[config.mk]
export PLATFORM = sky130hd
export DESIGN_NAME = modular_exponent_decoder
export DESIGN_NICKNAME = d
export VERILOG_FILES = /design/src/sv/mxd_pkg.sv /design/src/sv/mxd_ctrl.sv /design/src/sv/mxd_datapath.sv /design/src/sv/modular_exponent_decoder.sv
export SDC_FILE = /design/constraint.sdc
export NUM_CORES = 2
export LEC_CHECK = 0
export BUFFER_PORTS_ARGS = -buffer_cell sky130_fd_sc_hd__buf_2
export CORE_UTILIZATION = 50
export CTS_BUF_LIST = sky130_fd_sc_hd__clkbuf_4
export DETAILED_ROUTE_END_ITERATION = 10
export HOLD_SLACK_MARGIN = 0.03
export PLACE_DENSITY_LB_ADDON = 0.12
export SLEW_MARGIN = 20
export SYNTH_ARGS = -nofsm -noshare
export SYNTH_HDL_FRONTEND = slang
export SYNTH_SLANG_ARGS = --single-unit
[constraint.sdc]
create_clock -name clk -period 14.6 [get_ports clk]
set_input_delay 4.38 -clock clk [delete_from_list [all_inputs] [get_ports clk]]
set_output_delay 4.38 -clock clk [all_outputs]
set_load 0.01 [all_outputs]
[src/sv/mxd_pkg.sv]
// Shared types and constants for the modular exponent decoder.
`timescale 1ns / 1ps
package mxd_pkg;

  localparam int CFG_DATA_W = 32;
  localparam int PLAIN_W    = 32;
  localparam int CHAR_W     = 7;

  // Configuration register indexes
  typedef enum logic {
    REG_MODULUS  = 1'b0,
    REG_EXPONENT = 1'b1
  } reg_idx_t;

  // Modular multiply operations run on the shared datapath
  typedef enum logic [1:0] {
    OP_INIT = 2'd0,  // base * 1 mod n
    OP_ACC  = 2'd1,  // acc * base mod n
    OP_SQR  = 2'd2   // base * base mod n
  } op_t;

  typedef struct packed {
    logic load;    // capture item, acc = 1, exponent shifter loaded
    logic mul;     // form the full product and seed the remainder
    logic step;    // one restoring remainder step
    logic wb;      // write remainder back to acc or base
    logic shift;   // drop the consumed exponent bit
    logic finish;  // register the result item
    op_t  op;
  } cmd_t;

  typedef struct packed {
    logic exp_bit;
    logic exp_zero;
    logic n_small;
  } status_t;

  localparam logic [4:0]        SPACE_CODE    = 5'd27;
  localparam logic [CHAR_W-1:0] LETTER_OFFSET = 7'd96;
  localparam logic [CHAR_W-1:0] CHAR_SPACE    = 7'd32;
  localparam logic [CHAR_W-1:0] CHAR_OTHER    = 7'd35;

endpackage

[src/sv/mxd_ctrl.sv]
// Sequencer for square-and-multiply over the exponent bits.
`timescale 1ns / 1ps
module mxd_ctrl #(
  parameter int WIDTH = 32
) (
  input  logic             clk,
  input  logic             rst,
  input  logic             start,
  output logic             busy,
  output logic             done,
  input  mxd_pkg::status_t status,
  output mxd_pkg::cmd_t    cmd
);
  import mxd_pkg::*;

  localparam int CW = (WIDTH > 1) ? $clog2(WIDTH) : 1;
  localparam logic [CW-1:0] LAST = CW'(WIDTH - 1);

  typedef enum logic [2:0] {
    S_IDLE,
    S_MUL,
    S_RED,
    S_WB,
    S_NEXT
  } state_t;

  state_t        state;
  op_t           op;
  logic [CW-1:0] cnt;

  assign busy = (state != S_IDLE);

  always_comb begin
    cmd    = '0;
    cmd.op = op;
    case (state)
      S_IDLE: cmd.load = start;
      S_MUL:  cmd.mul  = 1'b1;
      S_RED:  cmd.step = 1'b1;
      S_WB: begin
        cmd.wb    = 1'b1;
        cmd.shift = (op == OP_SQR);
      end
      S_NEXT: cmd.finish = status.exp_zero || status.n_small;
      default: cmd = '0;
    endcase
  end

  always_ff @(posedge clk) begin
    if (rst) begin
      state <= S_IDLE;
      op    <= OP_INIT;
      cnt   <= '0;
      done  <= 1'b0;
    end else begin
      done <= 1'b0;
      case (state)
        S_IDLE: begin
          if (start) begin
            op    <= OP_INIT;
            state <= S_MUL;
          end
        end
        S_MUL: begin
          cnt   <= '0;
          state <= S_RED;
        end
        S_RED: begin
          cnt <= cnt + 1'b1;
          if (cnt == LAST) begin
            state <= S_WB;
          end
        end
        S_WB: begin
          // a multiply into acc is always followed by the squaring of base
          if (op == OP_ACC) begin
            op    <= OP_SQR;
            state <= S_MUL;
          end else begin
            state <= S_NEXT;
          end
        end
        S_NEXT: begin
          if (status.exp_zero || status.n_small) begin
            done  <= 1'b1;
            state <= S_IDLE;
          end else begin
            op    <= status.exp_bit ? OP_ACC : OP_SQR;
            state <= S_MUL;
          end
        end
        default: state <= S_IDLE;
      endcase
    end
  end

  a_done_from_next: assert property (@(posedge clk) disable iff (rst)
    done |-> $past(state == S_NEXT))
    else $error("result strobe without finishing step");

  a_cnt_range: assert property (@(posedge clk) disable iff (rst)
    (state == S_RED) |-> (cnt <= LAST))
    else $error("remainder step count out of range");

  a_start_runs: assert property (@(posedge clk) disable iff (rst)
    (start && !busy) |=> (state == S_MUL) && (op == OP_INIT))
    else $error("accepted item did not begin base reduction");

endmodule

[src/sv/mxd_datapath.sv]
// Operand registers, shared multiplier and serial remainder unit.
`timescale 1ns / 1ps
module mxd_datapath #(
  parameter int WIDTH     = 32,
  parameter int EXP_WIDTH = 32
) (
  input  logic                           clk,
  input  logic                           rst,
  input  mxd_pkg::cmd_t                  cmd,
  output mxd_pkg::status_t               status,
  input  logic [WIDTH-1:0]               cipher_value,
  input  logic [WIDTH-1:0]               mod_n,
  input  logic [EXP_WIDTH-1:0]           exponent,
  output logic [mxd_pkg::PLAIN_W-1:0]    plain_value,
  output logic [mxd_pkg::CHAR_W-1:0]     decoded_char
);
  import mxd_pkg::*;

  logic [WIDTH-1:0]     base;
  logic [WIDTH-1:0]     acc;
  logic [EXP_WIDTH-1:0] exp_sh;
  logic [WIDTH-1:0]     rem;
  logic [WIDTH-1:0]     lo;

  logic [WIDTH-1:0]   mul_x;
  logic [WIDTH-1:0]   mul_y;
  logic [2*WIDTH-1:0] prod;
  logic [WIDTH:0]     trial;
  logic [WIDTH:0]     diff;
  logic [WIDTH-1:0]   final_val;
  logic [CHAR_W-1:0]  char_next;

  assign status.exp_bit  = exp_sh[0];
  assign status.exp_zero = (exp_sh == '0);
  assign status.n_small  = (mod_n[WIDTH-1:1] == '0);

  assign mul_x = (cmd.op == OP_ACC) ? acc : base;
  assign mul_y = (cmd.op == OP_INIT) ? WIDTH'(1) : base;
  assign prod  = (2*WIDTH)'(mul_x) * (2*WIDTH)'(mul_y);

  // restoring step: bring in the next product bit, subtract n if it fits
  assign trial = {rem, lo[WIDTH-1]};
  assign diff  = trial - {1'b0, mod_n};

  assign final_val = status.n_small ? '0 : acc;

  always_comb begin
    if (final_val == WIDTH'(SPACE_CODE)) begin
      char_next = CHAR_SPACE;
    end else if (final_val < WIDTH'(SPACE_CODE)) begin
      char_next = CHAR_W'(final_val[4:0]) + LETTER_OFFSET;
    end else begin
      char_next = CHAR_OTHER;
    end
  end

  always_ff @(posedge clk) begin
    if (cmd.load) begin
      base   <= cipher_value;
      acc    <= WIDTH'(1);
      exp_sh <= exponent;
    end
    if (cmd.mul) begin
      rem <= prod[2*WIDTH-1:WIDTH];
      lo  <= prod[WIDTH-1:0];
    end
    if (cmd.step) begin
      rem <= (trial >= {1'b0, mod_n}) ? diff[WIDTH-1:0] : trial[WIDTH-1:0];
      lo  <= {lo[WIDTH-2:0], 1'b0};
    end
    if (cmd.wb) begin
      if (cmd.op == OP_ACC) begin
        acc <= rem;
      end else begin
        base <= rem;
      end
    end
    if (cmd.shift) begin
      exp_sh <= exp_sh >> 1;
    end
    if (cmd.finish) begin
      plain_value  <= PLAIN_W'(final_val);
      decoded_char <= char_next;
    end
  end

  a_rem_reduced: assert property (@(posedge clk) disable iff (rst)
    (cmd.wb && !status.n_small) |-> (rem < mod_n))
    else $error("remainder not reduced below modulus at write-back");

endmodule

[src/sv/modular_exponent_decoder.sv]
// Top level: configuration registers, sequencer and modular datapath.
//
//   channel   | handshake                 | payload
//   ----------+---------------------------+----------------------------------
//   input     | start, busy               | cipher_value
//   result    | done (one-cycle strobe)   | plain_value, decoded_char
//   config    | cfg_valid, cfg_ready      | cfg_index, cfg_data
//
// An item is taken when start is high and busy is low. Each modular multiply
// uses the shared WIDTH x WIDTH multiplier once, then WIDTH restoring
// remainder steps. An item first reduces the base; then, for each exponent bit
// up to the highest set one, it multiplies the base into acc when the bit is
// set and then squares the base. Busy is low again while done is high.
// Reset restores modulus 2 and exponent 1. Results cannot be held off; done
// is a one-cycle strobe with the result fields registered alongside it.
`timescale 1ns / 1ps
module modular_exponent_decoder #(
  parameter int WIDTH     = 32,
  parameter int EXP_WIDTH = 32
) (
  input  logic                            clk,
  input  logic                            rst,
  input  logic                            start,
  output logic                            busy,
  input  logic [WIDTH-1:0]                cipher_value,
  output logic                            done,
  output logic [mxd_pkg::PLAIN_W-1:0]     plain_value,
  output logic [mxd_pkg::CHAR_W-1:0]      decoded_char,
  input  logic                            cfg_valid,
  output logic                            cfg_ready,
  input  mxd_pkg::reg_idx_t               cfg_index,
  input  logic [mxd_pkg::CFG_DATA_W-1:0]  cfg_data
);
  import mxd_pkg::*;

  logic [WIDTH-1:0]     mod_n;
  logic [EXP_WIDTH-1:0] exponent;
  cmd_t                 cmd;
  status_t              status;

  assign cfg_ready = 1'b1;

  always_ff @(posedge clk) begin
    if (rst) begin
      mod_n    <= WIDTH'(2);
      exponent <= EXP_WIDTH'(1);
    end else if (cfg_valid && cfg_ready) begin
      case (cfg_index)
        REG_MODULUS:  mod_n    <= cfg_data[WIDTH-1:0];
        REG_EXPONENT: exponent <= cfg_data[EXP_WIDTH-1:0];
        default: ;
      endcase
    end
  end

  mxd_ctrl #(
    .WIDTH (WIDTH)
  ) u_ctrl (
    .clk    (clk),
    .rst    (rst),
    .start  (start),
    .busy   (busy),
    .done   (done),
    .status (status),
    .cmd    (cmd)
  );

  mxd_datapath #(
    .WIDTH     (WIDTH),
    .EXP_WIDTH (EXP_WIDTH)
  ) u_datapath (
    .clk          (clk),
    .rst          (rst),
    .cmd          (cmd),
    .status       (status),
    .cipher_value (cipher_value),
    .mod_n        (mod_n),
    .exponent     (exponent),
    .plain_value  (plain_value),
    .decoded_char (decoded_char)
  );

endmodule

# ---- Yosys cells after proc, flatten, opt, wreduce, memory -nomap -nowiden
# Index checks and enable logic that the tools add are counted.
dict set report classes {
  add_sub_neg 3
  mul 1
  n_lt_le_gt_ge 2
  eq_ne 13
  muxes 35
  bitwise_logic 3
  n_reduce_logical 17
}
# op count
set op_table {}
lappend op_table {{32-bit 2-to-1 mux} 14}
lappend op_table {{32-bit by 32-bit multiplier with 64-bit output} 1}
lappend op_table {{31-bit 2-to-1 mux} 2}
lappend op_table {{33-bit by 32-bit greater-or-equal comparator with 1-bit output} 1}
lappend op_table {{32-bit by 5-bit == test with 1-bit output, second input constant} 1}
lappend op_table {{32-bit zero test} 1}
lappend op_table {{32-bit by 5-bit < comparator with 1-bit output, second input constant} 1}
lappend op_table {{32-bit subtractor} 1}
lappend op_table {{31-bit zero test} 1}
lappend op_table {{3-bit one-hot mux with 5 select lines} 1}
lappend op_table {{2-bit 2-to-1 mux} 7}
lappend op_table {{5-bit one-hot mux with 2 select lines} 1}
lappend op_table {{3-bit 2-to-1 mux} 3}
lappend op_table {{6-bit by 6-bit adder with 7-bit output, second input constant} 1}
lappend op_table {{3-bit by 2-bit == test with 1-bit output, second input constant} 2}
lappend op_table {{1-bit 2-to-1 mux} 6}
lappend op_table {{2-bit one-hot mux with 3 select lines} 1}
lappend op_table {{2-bit AND reduction} 3}
lappend op_table {{2-bit nonzero test} 3}
lappend op_table {{3-bit nonzero test} 2}
lappend op_table {{5-bit by 1-bit adder with 5-bit output, second input constant} 1}
lappend op_table {{5-bit == test, second input constant} 1}
lappend op_table {{5-bit OR reduction} 1}
lappend op_table {{2-bit by 1-bit == test with 1-bit output, second input constant} 2}
lappend op_table {{11 further kinds} 16}
dict set report word_totals {
  ff_bits 274
  in_bits 69
  out_inout_bits 42
  elab_cells 90
}

# ---- Logic depth before layout (Yosys ltp)
dict set report depth {
  ltp_word 8
  mapped_depth 35
  mapped_depth_nobuf 30
}

# ---- Cells and area by module
# A second synthesis with hierarchy kept.
dict set report unflattened {
  hier_cells 5216
  hier_area_um2 46557.2
}
# mod n_inst cells_each area_per_inst_um2 seq_area_each_um2
set by_module_without_submodules {}
lappend by_module_without_submodules {mxd_datapath 1 4892 43249.0 5285.1}
lappend by_module_without_submodules {modular_exponent_decoder 1 249 2685.1 1281.2}
lappend by_module_without_submodules {mxd_ctrl 1 75 623.1 220.2}

# ---- Least setup slack after synthesis
# No wires, ideal clock.
dict set report synth_path {
  path_kind {register -> register}
  from {reg u_ctrl.state[0]}
  to {reg u_datapath.rem[27], data pin}
  setup_ns 0.270
  t_arrival_ns 8.338
  required_ns 14.330
  setup_slack_ns 5.992
  stages_incl_launch_ff 32
  n_path_buf 5
  synth_period_minus_slack_ns 8.608
  cell_sequence {dfxtp_1 > clkbuf_1 > o21ai_0 > nand2_1 > buf_1 > buf_2 > mux2i_1 > clkbuf_1 > nor2_1 > fa_1 > fa_1 > inv_1 > fa_1 > fa_1 > inv_1 > fa_1 > fa_1 > fa_1 > inv_1 > fa_1 > inv_1 > ha_1 > clkbuf_1 > nand2_1 > o21bai_1 > o21ba_1 > or4_1 > a21oi_2 > o21ai_1 > a41oi_1 > xnor2_1 > a21oi_1}
}
dict set report synth_between {
  elab_chain_cells 8
  elab_cells_between_ends 15
  classes_between {mul: 1; eq/ne: 5; mux: 6; reduce/logical: 3}
}
# element line_no
set synth_lines {}
lappend synth_lines {{start, declared} mxd_ctrl.sv:27} ;# state_t state;
lappend synth_lines {{start signal, assigned} mxd_ctrl.sv:51} ;# state <= S_IDLE;
lappend synth_lines {{start signal, assigned} mxd_ctrl.sv:61} ;# state <= S_MUL;
lappend synth_lines {{start signal, assigned} mxd_ctrl.sv:66} ;# state <= S_RED;
lappend synth_lines {{3-bit by 1-bit == test with 1-bit output (tied with other cells)} mxd_ctrl.sv:36} ;# case (state)
lappend synth_lines {{5-bit OR reduction (no line)} n/a}
lappend synth_lines {{2-bit 2-to-1 mux} mxd_ctrl.sv:36}
lappend synth_lines {{2-bit by 1-bit == test with 1-bit output / 2-bit zero test (equally long branches)} {mxd_datapath.sv:37, mxd_datapath.sv:38}}
lappend synth_lines {{32-bit 2-to-1 mux, on equally long branches} {mxd_datapath.sv:37, mxd_datapath.sv:38}}
lappend synth_lines {{32-bit by 32-bit multiplier with 64-bit output} mxd_datapath.sv:39} ;# assign prod = (2*WIDTH)'(mul_x) * (2*WIDTH)'(mul_y);
lappend synth_lines {{32-bit 2-to-1 mux} mxd_datapath.sv:63} ;# if (cmd.mul) begin
lappend synth_lines {{32-bit 2-to-1 mux *} mxd_datapath.sv:67} ;# if (cmd.step) begin
lappend synth_lines {{end signal, assigned} mxd_datapath.sv:64} ;# rem <= prod[2*WIDTH-1:WIDTH];
lappend synth_lines {{end signal, assigned} mxd_datapath.sv:68} ;# rem <= (trial >= {1'b0, mod_n}) ? diff[WIDTH-1:0] : trial[WIDTH-1:0];
lappend synth_lines {{end, declared} mxd_datapath.sv:22} ;# logic [WIDTH-1:0] rem;
# Mark *: on every way between the ends. The rest lies on a longest branch, timed or not. The select of a mux whose other input is x is not followed.
# A chain may end at the register's enable or synchronous reset.

# ---- Worst setup path in the final report
dict set report layout_path {
  from {reg u_ctrl.state[2]}
  to {reg u_datapath.rem[28], data pin}
}
# The elaborated chain is that of the path after synthesis.

==> flow_metrics.env <==
export IMPL_num_io_pins=111
export IMPL_drive_gt1_share_pct=8.14
export IMPL_grt_pass1_vias=37400
export IMPL_hold_buffers=0
export IMPL_die_area_sq_um=92200
export IMPL_worstMarginPinSlew_ns=1.17
export IMPL_synth_edf_count=132
export IMPL_critPathSlowestCell="a311oi_1"
export IMPL_syn_area_sq_um=45500
export IMPL_worst_hold_slack_ns=0.454
export IMPL_setup_tns_ns=0
export IMPL_row_count=110
export IMPL_finalCoreUtilization_pct=53.4
export IMPL_cp_end_kind="register"
export IMPL_antenna_found_initial=3
export IMPL_grt_total_usage_pct=33.8
export IMPL_grt_pass1_wl_mm=229
export IMPL_synthToLayoutAreaGrowth_pct=5.74
export IMPL_worstPathMaxFanout=49
export IMPL_clock_root_buffer="clkbuf_4"
export IMPL_drc_errors=0
export IMPL_dr_pass1_iters=5
export IMPL_regToRegSetupSlack_ns=3.66
export IMPL_rsz0062_at_grt="false"
export IMPL_p_leak_nw=23.2
export IMPL_nets=6363
export IMPL_synth_area_per_cell_sq_um=8.89
export IMPL_arrival_ns=11.45
export IMPL_synth_area_leaders="fa_1 (39%), edfxtp_1 (8.7%), ha_1 (8.2%), inv_1 (7.5%), nand2_1 (6.5%)"
export IMPL_cp_start_kind="register"
export IMPL_r2r_cells=29
export IMPL_ant_nets=0
export IMPL_ir_drop_mv=0.0621
export IMPL_maxSlewViolCount=0
export IMPL_worst_clock_skew_ns=0.0651
export IMPL_wire_per_inst_um=23.8
export IMPL_cts_resized_gates=0
export IMPL_finalSetupViolCount=0
export IMPL_clk_latency_ns=0.81
export IMPL_yosysSeqAreaShare_pct=14.9
export IMPL_clk_pin_slew_worst_paths_ns=0.07
export IMPL_timing_final_crit_share_pct=74.9
export IMPL_worstHoldPathType="reg2reg"
export IMPL_grt_overflow_total=0
export IMPL_maxCapViolations=0
export IMPL_hold_depth=2
export IMPL_ys_ff_latch=273
export IMPL_num_vias=36100
export IMPL_drt_iter0_markers=3189
export IMPL_critPathKind="reg2reg"
export IMPL_cts_htree_levels=3
export IMPL_outcome="complete, no violations"
export IMPL_syn_inst=5117
export IMPL_path_depth=29
export IMPL_cts_tree="built"
export IMPL_synthArstFlopShare_pct=0
export IMPL_dp_hpwl_mm=121
export IMPL_routed_wl_mm=151
export IMPL_ys_warn_count=0
export IMPL_clock_path_buffers=3
export IMPL_gp_congestion=0.994
export IMPL_cp_top_family="adder cells"
export IMPL_yosysTopAreaCell="fa_1"
export IMPL_ys_types=79
export IMPL_grt_max_degree=76
export IMPL_critical_path_required_ns=15.12
export IMPL_crit_top_cell="fa_1"
export IMPL_slew_headroom_pct=22.2
export IMPL_port_buffers=108
export IMPL_start_util_pct=50.5
export IMPL_die_y_um=304
export IMPL_fp_coreArea_sq_um=90000
export IMPL_cp_slowest_stage_delay_ns=0.84
export IMPL_crit_buf_inv=6
export IMPL_synthDominantCellAreaShare_pct=39.5
export IMPL_cts_sinks=273
export IMPL_synthFlopType="dfxtp_1"
export IMPL_die_w_um=304
export IMPL_powerDensity_nw_per_um2=81.4
export IMPL_fmax_mhz=91.4
export IMPL_post_cts_buffers=0
export IMPL_viasPerCell=5.70
export IMPL_period_minus_slack_ns=10.94
export IMPL_cts_buffers_inserted=66
export IMPL_hold_violations=0
[cell usage in the layout (no fill, tap or decap), drive strengths merged, types with 5 or more instances in the layout]
master | netlist | routed
o21bai | 24 | 24
a31oi | 13 | 13
and3 | 18 | 18
clkinv | 0 | 8
nand3 | 24 | 24
o22ai | 6 | 6
xnor2 | 52 | 52
ha | 297 | 297
xor2 | 38 | 38
a22o | 5 | 5
a41oi | 5 | 5
nor2b | 50 | 50
nand2b | 12 | 12
edfxtp | 132 | 132
nor4 | 26 | 26
and4 | 6 | 6
nand2 | 793 | 793
mux2i | 91 | 91
o21ai | 182 | 182
o31ai | 7 | 7
dfxtp | 141 | 141
clkbuf | 240 | 104
buf | 32 | 186
nor2 | 655 | 655
mux2 | 66 | 66
inv | 910 | 912
a21o | 42 | 42
or3 | 7 | 7
fa | 897 | 897
nand4 | 30 | 30
a21boi | 5 | 5
a21oi | 186 | 186
o21a | 16 | 16
nor3 | 16 | 16
o211ai | 5 | 5
and2 | 40 | 40
[power breakdown]
part           switching, mW  total (mW)  internal (mW)  leakage [nW]
registers              0.135        1.06          0.926          2.42
logic                   1.50        2.16          0.656          20.2
clock network          0.336       0.696          0.359         0.537
total                   1.97        3.91           1.94          23.2
[cell families after synthesis]
kind of cell / Yosys count / synth area share (%)
flip-flops: 273 / 14.9
other: 1 / 0.00825
AND/OR/NAND/NOR: 1690 / 15.3
multiplexers: 157 / 3.64
XOR/XNOR: 90 / 1.73
buffers and inverters: 1182 / 9.82
AO/OA/AOI/OAI: 530 / 6.96
adder cells (fa/ha/maj): 1194 / 47.7
[synth_stat cells, drive strengths merged, types with 5 or more instances]
master    n
o211ai    5
or3       7
o21ai   182
nor2    655
mux2i    91
a21oi   186
mux2     66
o22ai     6
xnor2    52
xor2     38
inv     910
nor3     16
a31oi    13
edfxtp  132
a21boi    5
clkbuf  240
nand3    24
fa      897
o21bai   24
nand4    30
and2     40
ha      297
nand2   793
dfxtp   141
a22o      5
nor2b    50
buf      32
a21o     42
nand2b   12
a41oi     5
and3     18
o31ai     7
nor4     26
o21a     16
and4      6
[path summary, 6_finish.rpt]
check	startpoint	endpoint
worst max register to register	u_ctrl.state[2]	u_datapath.rem[28]
worst min-delay path	exponent[30]	exponent[30]
worst max-delay path	u_ctrl.state[2]	u_datapath.rem[28]
worst min register to register	exponent[30]	exponent[30]
[tightest hold or removal path, delay by kind of cell, from the launching register on]
kind / cells / cell delay (ns)
AOI/OAI and AO/OA: 1 / 0.05
DFF: 1 / 0.31
and+or+nand+nor: 1 / 0.05
[area by class of cell]
type	instances	area, sq um
diodes	4	10.0
clock buffers	104	781
clock inverters	13	110
fillers	8571	41900
inverters	910	3420
multi-input cells	3663	34400
flip-flops and latches	273	6790
well taps	1176	1470
repair buffers	186	1130
[metal layers]
metal / share of wire (%) / vias to the layer above / GRT usage [%]
li1: - / 15700 / -
met1: 40 / 18500 / 43.6
met2: 46 / 1501 / 54.7
met3: 8.4 / 385 / 6.89
met4: 5.7 / 2 / 15.8
met5: 0.0086 / - / 0
[registers in the layout (all words and copies together) (netlist names), 5 cells and up]
signal and cells:
u_ctrl.cnt 5, mod_n 32, u_datapath.plain_value 32, u_datapath.exp_sh 32, u_datapath.rem 32, u_datapath.decoded_char 6
u_datapath.lo 32, exponent 32, u_datapath.base 32, u_datapath.acc 32
[stage by stage]
step           worst slack, ns  power (mW)  cell area [sq um]  std cells
3_5_place_dp              3.93        3.19              47200       6208
6_report                  3.66        3.91              48100       6329
2_1_floorplan             5.99        2.32              45500       5118
4_1_cts                   3.93        3.89              48100       6325
3_3_place_gp              4.04        3.17              47200       6208
5_1_grt                   3.42        4.12              48100       6327
(Power assumes the default switching activity.)
